==> config.mk <==
export PLATFORM = sky130hd
export DESIGN_NAME = differential_drive_ramp_core
export DESIGN_NICKNAME = d
export VERILOG_FILES = /design/src/hdl/ddr_pkg.sv /design/src/hdl/differential_drive_ramp_core.sv
export SDC_FILE = /design/constraint.sdc
export NUM_CORES = 1
export LEC_CHECK = 0
export BUFFER_PORTS_ARGS = -buffer_cell sky130_fd_sc_hd__buf_2
export CORE_MARGIN = 4
export CORE_UTILIZATION = 40
export DETAILED_ROUTE_END_ITERATION = 8
export SKIP_LAST_GASP = 1
export SYNTH_ARGS = -nofsm -noshare
export SYNTH_HDL_FRONTEND = slang
export SYNTH_SLANG_ARGS = --single-unit
==> constraint.sdc <==
create_clock -name clk -period 11.4 [get_ports clk]
set_clock_uncertainty 0.2 [all_clocks]
set_input_delay 1.14 -clock clk [delete_from_list [all_inputs] [get_ports clk]]
set_output_delay 1.14 -clock clk [all_outputs]
set_load 0.05 [all_outputs]
==> src/hdl/ddr_pkg.sv <==
// Package for the differential drive ramp core.
// Holds field widths, request and register codes, reciprocal constants and the
// speed clamp. No dependencies.
package ddr_pkg;

  localparam int SPEED_W  = 8;
  localparam int REQ_W    = 3;
  localparam int RUDDER_W = 8;
  localparam int CFG_IDX_W = 3;

  localparam int IN_TDATA_W  = 8;
  localparam int IN_TUSER_W  = 4;
  localparam int OUT_TDATA_W = 24;

  localparam logic [REQ_W-1:0] REQ_STOP      = 3'd0;
  localparam logic [REQ_W-1:0] REQ_STEER     = 3'd1;
  localparam logic [REQ_W-1:0] REQ_FORWARD   = 3'd2;
  localparam logic [REQ_W-1:0] REQ_REVERSE   = 3'd3;
  localparam logic [REQ_W-1:0] REQ_SPIN_R    = 3'd4;
  localparam logic [REQ_W-1:0] REQ_SPIN_L    = 3'd5;

  localparam logic [CFG_IDX_W-1:0] REG_MAX_SPEED  = 3'd0;
  localparam logic [CFG_IDX_W-1:0] REG_SLOW_CAP   = 3'd1;
  localparam logic [CFG_IDX_W-1:0] REG_TURN_SPEED = 3'd2;
  localparam logic [CFG_IDX_W-1:0] REG_LOW_TURN   = 3'd3;
  localparam logic [CFG_IDX_W-1:0] REG_STOP_SPEED = 3'd4;

  localparam logic [SPEED_W-1:0] MAX_SPEED_RST  = 8'd127;
  localparam logic [SPEED_W-1:0] SLOW_CAP_RST   = 8'd20;
  localparam logic [SPEED_W-1:0] TURN_SPEED_RST = 8'd80;
  localparam logic [SPEED_W-1:0] LOW_TURN_RST   = 8'd40;
  localparam logic [SPEED_W-1:0] STOP_SPEED_RST = 8'd0;

  localparam logic [RUDDER_W-1:0] RUDDER_LO = 8'd117;
  localparam logic [RUDDER_W-1:0] RUDDER_HI = 8'd137;
  localparam logic [SPEED_W-1:0]  RAMP_STEP = 8'd4;

  // floor(x/d) as (x * ceil(2^K/d)) >> K, exact over the rudder range
  localparam int RECIP_K = 21;
  localparam longint RECIP_117 = ((64'd1 << RECIP_K) + 64'd116) / 64'd117;
  localparam longint RECIP_118 = ((64'd1 << RECIP_K) + 64'd117) / 64'd118;

  localparam int LPROD_W = 29;
  localparam int RPROD_W = 30;
  localparam logic [LPROD_W-1:0] L_MUL  = LPROD_W'(64'd107 * RECIP_117);
  localparam logic [RPROD_W-1:0] R_MUL  = RPROD_W'(64'd107 * RECIP_118);
  localparam logic [RPROD_W-1:0] R_BASE = RPROD_W'(64'd29645 * RECIP_118);

  function automatic logic [SPEED_W-1:0] clamp_speed(
    input logic [SPEED_W-1:0] up,
    input logic [SPEED_W-1:0] lo,
    input logic [SPEED_W-1:0] x
  );
    logic [SPEED_W-1:0] res;
    if (up <= x) begin
      res = up;
    end else if (lo >= x) begin
      res = lo;
    end else begin
      res = x;
    end
    return res;
  endfunction

endpackage

==> src/hdl/differential_drive_ramp_core.sv <==
// Differential drive command decoder with soft-start ramp, top level.
// Depends on ddr_pkg for widths, codes, reciprocal constants and the clamp.
//
// Channel | Direction | Ports                         | Contents
// in_     | slave     | in_tvalid/tready/tdata/tuser  | rudder; req_type, slow_mode
// out_    | master    | out_tvalid/tready/tdata       | speeds and directions
// cfg_    | slave     | cfg_valid/ready/index/data    | speed register writes
//
// One transaction per cycle sustained while the output is not stalled; an item passes
// the input register and then the output register, with the steering
// math (two constant multiplies, shift, add, clamp) between them.
// Ramp and direction state update as an item moves to the output register.
// Reset is synchronous, active low; config, state and valid registers reset.
// An output stall holds the output register and then the input register.
module differential_drive_ramp_core (
  input  logic                              clk,
  input  logic                              rst_n,
  input  logic                              in_tvalid,
  output logic                              in_tready,
  input  logic [ddr_pkg::IN_TDATA_W-1:0]    in_tdata,   // [7:0] rudder
  input  logic [ddr_pkg::IN_TUSER_W-1:0]    in_tuser,   // [2:0] req_type, [3] slow_mode
  output logic                              out_tvalid,
  input  logic                              out_tready,
  output logic [ddr_pkg::OUT_TDATA_W-1:0]   out_tdata,  // [7:0] left_speed,
                                                        // [15:8] right_speed,
                                                        // [16] left_reverse,
                                                        // [17] right_reverse, [23:18] 0
  input  logic                              cfg_valid,
  output logic                              cfg_ready,
  input  logic [ddr_pkg::CFG_IDX_W-1:0]     cfg_index,
  input  logic [ddr_pkg::SPEED_W-1:0]       cfg_data
);
  import ddr_pkg::*;

  logic [SPEED_W-1:0] max_speed_r, slow_cap_r, turn_speed_r, low_turn_r, stop_speed_r;

  logic                s1_valid_r;
  logic [REQ_W-1:0]    s1_req_r;
  logic [RUDDER_W-1:0] s1_rudder_r;
  logic                s1_slow_r;

  logic [SPEED_W-1:0]  ramp_r, ramp_nxt;
  logic                ldir_r, ldir_nxt, rdir_r, rdir_nxt;

  logic                out_valid_r;
  logic [SPEED_W-1:0]  lspd_r, lspd_nxt, rspd_r, rspd_nxt;

  logic                adv;

  logic [LPROD_W-1:0]  lprod;
  logic [RPROD_W-1:0]  rprod;
  logic [SPEED_W-1:0]  q_l;
  logic [SPEED_W:0]    lraw;
  logic [SPEED_W-1:0]  lsat, rraw;
  logic [SPEED_W-1:0]  limit, cap_out;
  logic [SPEED_W:0]    ramp_sum;
  logic [SPEED_W-1:0]  ramp_inc;
  logic [SPEED_W-1:0]  ramp_out;

  assign adv       = s1_valid_r && (!out_valid_r || out_tready);
  assign in_tready = !s1_valid_r || adv;
  assign cfg_ready = 1'b1;

  // config registers
  always_ff @(posedge clk) begin
    if (!rst_n) begin
      max_speed_r  <= MAX_SPEED_RST;
      slow_cap_r   <= SLOW_CAP_RST;
      turn_speed_r <= TURN_SPEED_RST;
      low_turn_r   <= LOW_TURN_RST;
      stop_speed_r <= STOP_SPEED_RST;
    end else if (cfg_valid && cfg_ready) begin
      unique case (cfg_index)
        REG_MAX_SPEED:  max_speed_r  <= cfg_data;
        REG_SLOW_CAP:   slow_cap_r   <= cfg_data;
        REG_TURN_SPEED: turn_speed_r <= cfg_data;
        REG_LOW_TURN:   low_turn_r   <= cfg_data;
        REG_STOP_SPEED: stop_speed_r <= cfg_data;
        default: ;
      endcase
    end
  end

  // input register
  always_ff @(posedge clk) begin
    if (!rst_n) begin
      s1_valid_r <= 1'b0;
    end else if (in_tready) begin
      s1_valid_r <= in_tvalid;
    end
  end

  always_ff @(posedge clk) begin
    if (in_tready && in_tvalid) begin
      s1_req_r    <= in_tuser[REQ_W-1:0];
      s1_slow_r   <= in_tuser[REQ_W];
      s1_rudder_r <= in_tdata[RUDDER_W-1:0];
    end
  end

  // steering map
  always_comb begin
    lprod = LPROD_W'(s1_rudder_r) * L_MUL;
    rprod = R_BASE - RPROD_W'(s1_rudder_r) * R_MUL;
    q_l   = lprod[LPROD_W-1 -: SPEED_W];
    lraw  = {1'b0, slow_cap_r} + {1'b0, q_l};
    lsat  = lraw[SPEED_W] ? {SPEED_W{1'b1}} : lraw[SPEED_W-1:0];
    rraw  = rprod[RECIP_K +: SPEED_W];
  end

  // ramp
  always_comb begin
    limit   = max_speed_r;
    cap_out = max_speed_r;
    unique case (s1_req_r)
      REQ_FORWARD, REQ_REVERSE: begin
        limit   = s1_slow_r ? slow_cap_r : max_speed_r;
        cap_out = limit;
      end
      REQ_SPIN_R, REQ_SPIN_L: begin
        limit   = s1_slow_r ? slow_cap_r : turn_speed_r;
        cap_out = s1_slow_r ? low_turn_r : turn_speed_r;
      end
      default: ;
    endcase
    ramp_sum = {1'b0, ramp_r} + {1'b0, RAMP_STEP};
    ramp_inc = ramp_sum[SPEED_W] ? {SPEED_W{1'b1}} : ramp_sum[SPEED_W-1:0];
    ramp_out = (ramp_r >= limit) ? cap_out : ramp_inc;
  end

  always_comb begin
    ramp_nxt = ramp_r;
    ldir_nxt = ldir_r;
    rdir_nxt = rdir_r;
    lspd_nxt = stop_speed_r;
    rspd_nxt = stop_speed_r;
    unique case (s1_req_r)
      REQ_STEER: begin
        ldir_nxt = 1'b0;
        rdir_nxt = 1'b0;
        if (s1_slow_r) begin
          lspd_nxt = clamp_speed(max_speed_r, slow_cap_r, slow_cap_r);
          rspd_nxt = lspd_nxt;
        end else if (s1_rudder_r > RUDDER_LO && s1_rudder_r < RUDDER_HI) begin
          lspd_nxt = clamp_speed(max_speed_r, slow_cap_r, max_speed_r);
          rspd_nxt = lspd_nxt;
        end else if (s1_rudder_r <= RUDDER_LO) begin
          lspd_nxt = clamp_speed(max_speed_r, slow_cap_r, lsat);
          rspd_nxt = clamp_speed(max_speed_r, slow_cap_r, max_speed_r);
        end else begin
          lspd_nxt = clamp_speed(max_speed_r, slow_cap_r, max_speed_r);
          rspd_nxt = clamp_speed(max_speed_r, slow_cap_r, rraw);
        end
      end
      REQ_FORWARD, REQ_REVERSE: begin
        ldir_nxt = (s1_req_r == REQ_REVERSE);
        rdir_nxt = ldir_nxt;
        ramp_nxt = (ramp_r >= limit) ? ramp_r : ramp_inc;
        lspd_nxt = ramp_out;
        rspd_nxt = ramp_out;
      end
      REQ_SPIN_R, REQ_SPIN_L: begin
        ldir_nxt = (s1_req_r == REQ_SPIN_R);
        rdir_nxt = !ldir_nxt;
        ramp_nxt = (ramp_r >= limit) ? ramp_r : ramp_inc;
        lspd_nxt = ramp_out;
        rspd_nxt = ramp_out;
      end
      default: begin
        ramp_nxt = '0;
      end
    endcase
  end

  // state and output register
  always_ff @(posedge clk) begin
    if (!rst_n) begin
      ramp_r      <= '0;
      ldir_r      <= 1'b0;
      rdir_r      <= 1'b0;
      out_valid_r <= 1'b0;
    end else begin
      if (adv) begin
        ramp_r <= ramp_nxt;
        ldir_r <= ldir_nxt;
        rdir_r <= rdir_nxt;
      end
      if (adv) begin
        out_valid_r <= 1'b1;
      end else if (out_tready) begin
        out_valid_r <= 1'b0;
      end
    end
  end

  always_ff @(posedge clk) begin
    if (adv) begin
      lspd_r <= lspd_nxt;
      rspd_r <= rspd_nxt;
    end
  end

  assign out_tvalid = out_valid_r;
  assign out_tdata  = {{(OUT_TDATA_W - 2*SPEED_W - 2){1'b0}}, rdir_r, ldir_r, rspd_r, lspd_r};

  a_stop_clears_ramp: assert property (@(posedge clk) disable iff (!rst_n)
    adv && s1_req_r == REQ_STOP |=> ramp_r == '0)
    else $error("ramp not cleared after stop");

  a_reverse_dirs: assert property (@(posedge clk) disable iff (!rst_n)
    adv && s1_req_r == REQ_REVERSE |=> out_tdata[2*SPEED_W] && out_tdata[2*SPEED_W+1])
    else $error("reverse did not set both directions");

  a_ready_low_only_on_stall: assert property (@(posedge clk) disable iff (!rst_n)
    !in_tready |-> s1_valid_r && out_valid_r && !out_tready)
    else $error("input stalled without output stall");

  a_ramp_monotonic: assert property (@(posedge clk) disable iff (!rst_n)
    adv && s1_req_r != REQ_STOP && s1_req_r <= REQ_SPIN_L |=> ramp_r >= $past(ramp_r))
    else $error("ramp decreased on a non-stop request");

endmodule

==> qor.txt <==
total grt overflow - 0
DRT Pass-1 Iters - 5
Area Overhead vs Synth - 8.33%
Place WS - 2420 ps
Crit path top cell by count - ha_1
largest cells by area after synthesis - ha_1 (26%), dfxtp_1 (10%), fa_1 (10%), edfxtp_1 (8.2%), inv_1 (6.0%)
initial antenna violation count - 0
Power Density - 197 nW/µm²
Slew HR - 45.2%
status - finished, final reports clean
vias per cell - 5.37
Synth top cells by count - ha_1 (212), inv_1 (164), nand2_1 (114)
register area - 1880 µm²
top-area cell type share of the netlist area - 25.9%
Final nets - 1,489
setup slack after layout - 2370 ps
global-route wire length before repair - 44.3 mm
VDD IR max - 0.110 mV
Least-Margin Pin Slew - 822 ps
Synth area leader - ha_1
kind of critical path - reg -> reg
multi-input combinational cell area - 7560 µm²
final setup fails - 0
minimum clock period - 9030 ps
Yosys reg bits - 80
CTS tree - done
Antenna Cells - 0
CTS Hold Bufs - 0
die area - 28,200 µm²
Final Cycle Share - 79.2%
clock root cell - clkbuf_16
Clock Sink Count - 80
fill count - 2,466
fin. max-slew vios - 0
most frequent cell after synthesis - ha_1
Critical Path RT - 11,290 ps
WP data arrival - 8920 ps
row count - 58
largest net degree at the start of global routing - 52
Largest stage delay, worst path - 740 ps
Initial Util - 40.6%
number of global-route vias before repair - 8,123
worst-path cell with the longest stage delay - edfxtp_1
WL/cell - 18.0 µm
RSZ-0062 raised after global routing - false
vias - 8,226
Post-CTS Setup Bufs - 0
Setup crit start - s1_rudder_r[6]
final wirelength - 27.6 mm
maximum clock insertion buffer count - 2
Main synth FF type - dfxtp_1
Post-DP HPWL - 22.2 mm
Die Width - 168 µm
Static Leak - 5.19 nW
Placer Congestion - 0.869
CTS Buf Count - 9
final hold vios - 0
Core ar. - 25,200 µm²
Hold WS - 289 ps
I/O pin count - 55
synthesized area - 10,200 µm²
Yosys warning total - 0
worst-path fanout max - 13
CP startpoint kind - register
GR Util All Layers - 19.7%
share of async-settable or async-resettable flops after synthesis - 0%
Finished Core Util - 44.0%
R2R Path Start - s1_rudder_r[6]
Port-buffer cells - 47
CTS clk-pin slew, worst paths - 70 ps
Mapped Avg Cell Area - 8.76 µm²
Antenna Nets Post-Route - 0
Gate Count Post-Synth - 1,167
Worst-Skew Late Latency - 350 ps
EDFF count, synth - 28
Distinct cells, synth - 73
maxcap violations - 0
post-synthesis sequential area ratio - 18.4%
Iter 0 DRT Violations - 644
TNS Setup - 0 ps
CP endpoint kind - register
layout cells sized above 1 - 7.90%
FMAX - 0.111 GHz
Hold Crit Start - stop_speed_r[4]
Die Height - 168 µm
PostCTS Resize Cnt - 0
residual DRC count - 0
power consumption - 2.18 mW
worst hold path class - reg -> reg
H-tree Lvls - 3
==> placed cells by master (no fill, tap or decap), types with 14 or more instances in the layout <==
master	instances
mux2i_1	16
fa_1	52
nand3_1	28
ha_1	212
nor2_1	58
buf_2	47
edfxtp_1	28
a21oi_1	57
xnor2_1	14
nor2b_1	28
a21boi_0	31
o21ai_0	48
nor3_1	17
nand2_1	114
o21a_1	17
inv_1	164
a21o_1	23
dfxtp_1	52
==> per-layer routing <==
layer	global-route usage, %	part of all wire, %	vias up
li1	-	-	4106
met1	28.4	49	3847
met2	30.8	44	223
met3	2.91	5.2	50
met4	5.50	2.4	0
met5	0	0	-
==> where the power goes <==
group          internal [mW]  switching, mW
clock                  0.196          0.124
combinational          0.644          0.892
sequential             0.308         0.0164
total                   1.15           1.03
==> kinds of logic (layout without fill, tap and decap cells) <==
group / Yosys count / in the layout / synth area share [%]
buffers and inverters: 204 / 234 / 7.89
multiplexers: 25 / 25 / 3.44
flip-flops: 80 / 80 / 18.4
AO/OA/AOI/OAI: 263 / 263 / 17.7
other: 2 / 7 / 0.0734
XOR/XNOR: 25 / 25 / 2.14
adder cells (fa/ha/maj): 265 / 265 / 36.2
AND/OR/NAND/NOR: 303 / 303 / 14.1
==> final timing paths <==
kind	end	slack, ps	cells after the start
max reg2reg	lspd_r[3]	2370	29
max	lspd_r[3]	2370	29
min	stop_speed_r[4]	290	2
min reg2reg	stop_speed_r[4]	290	2
==> layout make-up <==
class	count	share of cell area, %
multi-input combinational	888	68.2
inverter	165	5.59
clock buffer	12	2.52
tap	330	3.73
sequential	80	17.0
clock inverter	4	0.440
timing repair buffer	53	2.53
==> state kept, by name (all words and copies together) (netlist names) <==
register,cells
stop_speed_r,8
s1_slow_r,1
max_speed_r,8
ldir_r,1
lspd_r,8
s1_req_r,3
s1_valid_r,1
out_tvalid,1
slow_cap_r,8
turn_speed_r,8
rdir_r,1
ramp_r,8
low_turn_r,8
rspd_r,8
s1_rudder_r,8
==> through the flow <==
stage / cells / instance area [µm²]
after global routing: 1532 / 11100
after CTS: 1532 / 11100
final: 1532 / 11100
after floorplan: 1172 / 10200
after detailed placement: 1516 / 10800
after global placement: 1516 / 10800
==> critical path, delay by kind of cell (launching register included) <==
kind / cells / cell delay [ps]
adder cells (fa/ha/maj): 7 / 2860
AND/OR/NAND/NOR: 7 / 1690
flip-flops: 1 / 740
multiplexers: 1 / 190
XOR/XNOR: 1 / 140
AO/OA/AOI/OAI: 11 / 2480
buffers and inverters: 2 / 460
(Power assumes the default switching activity.)
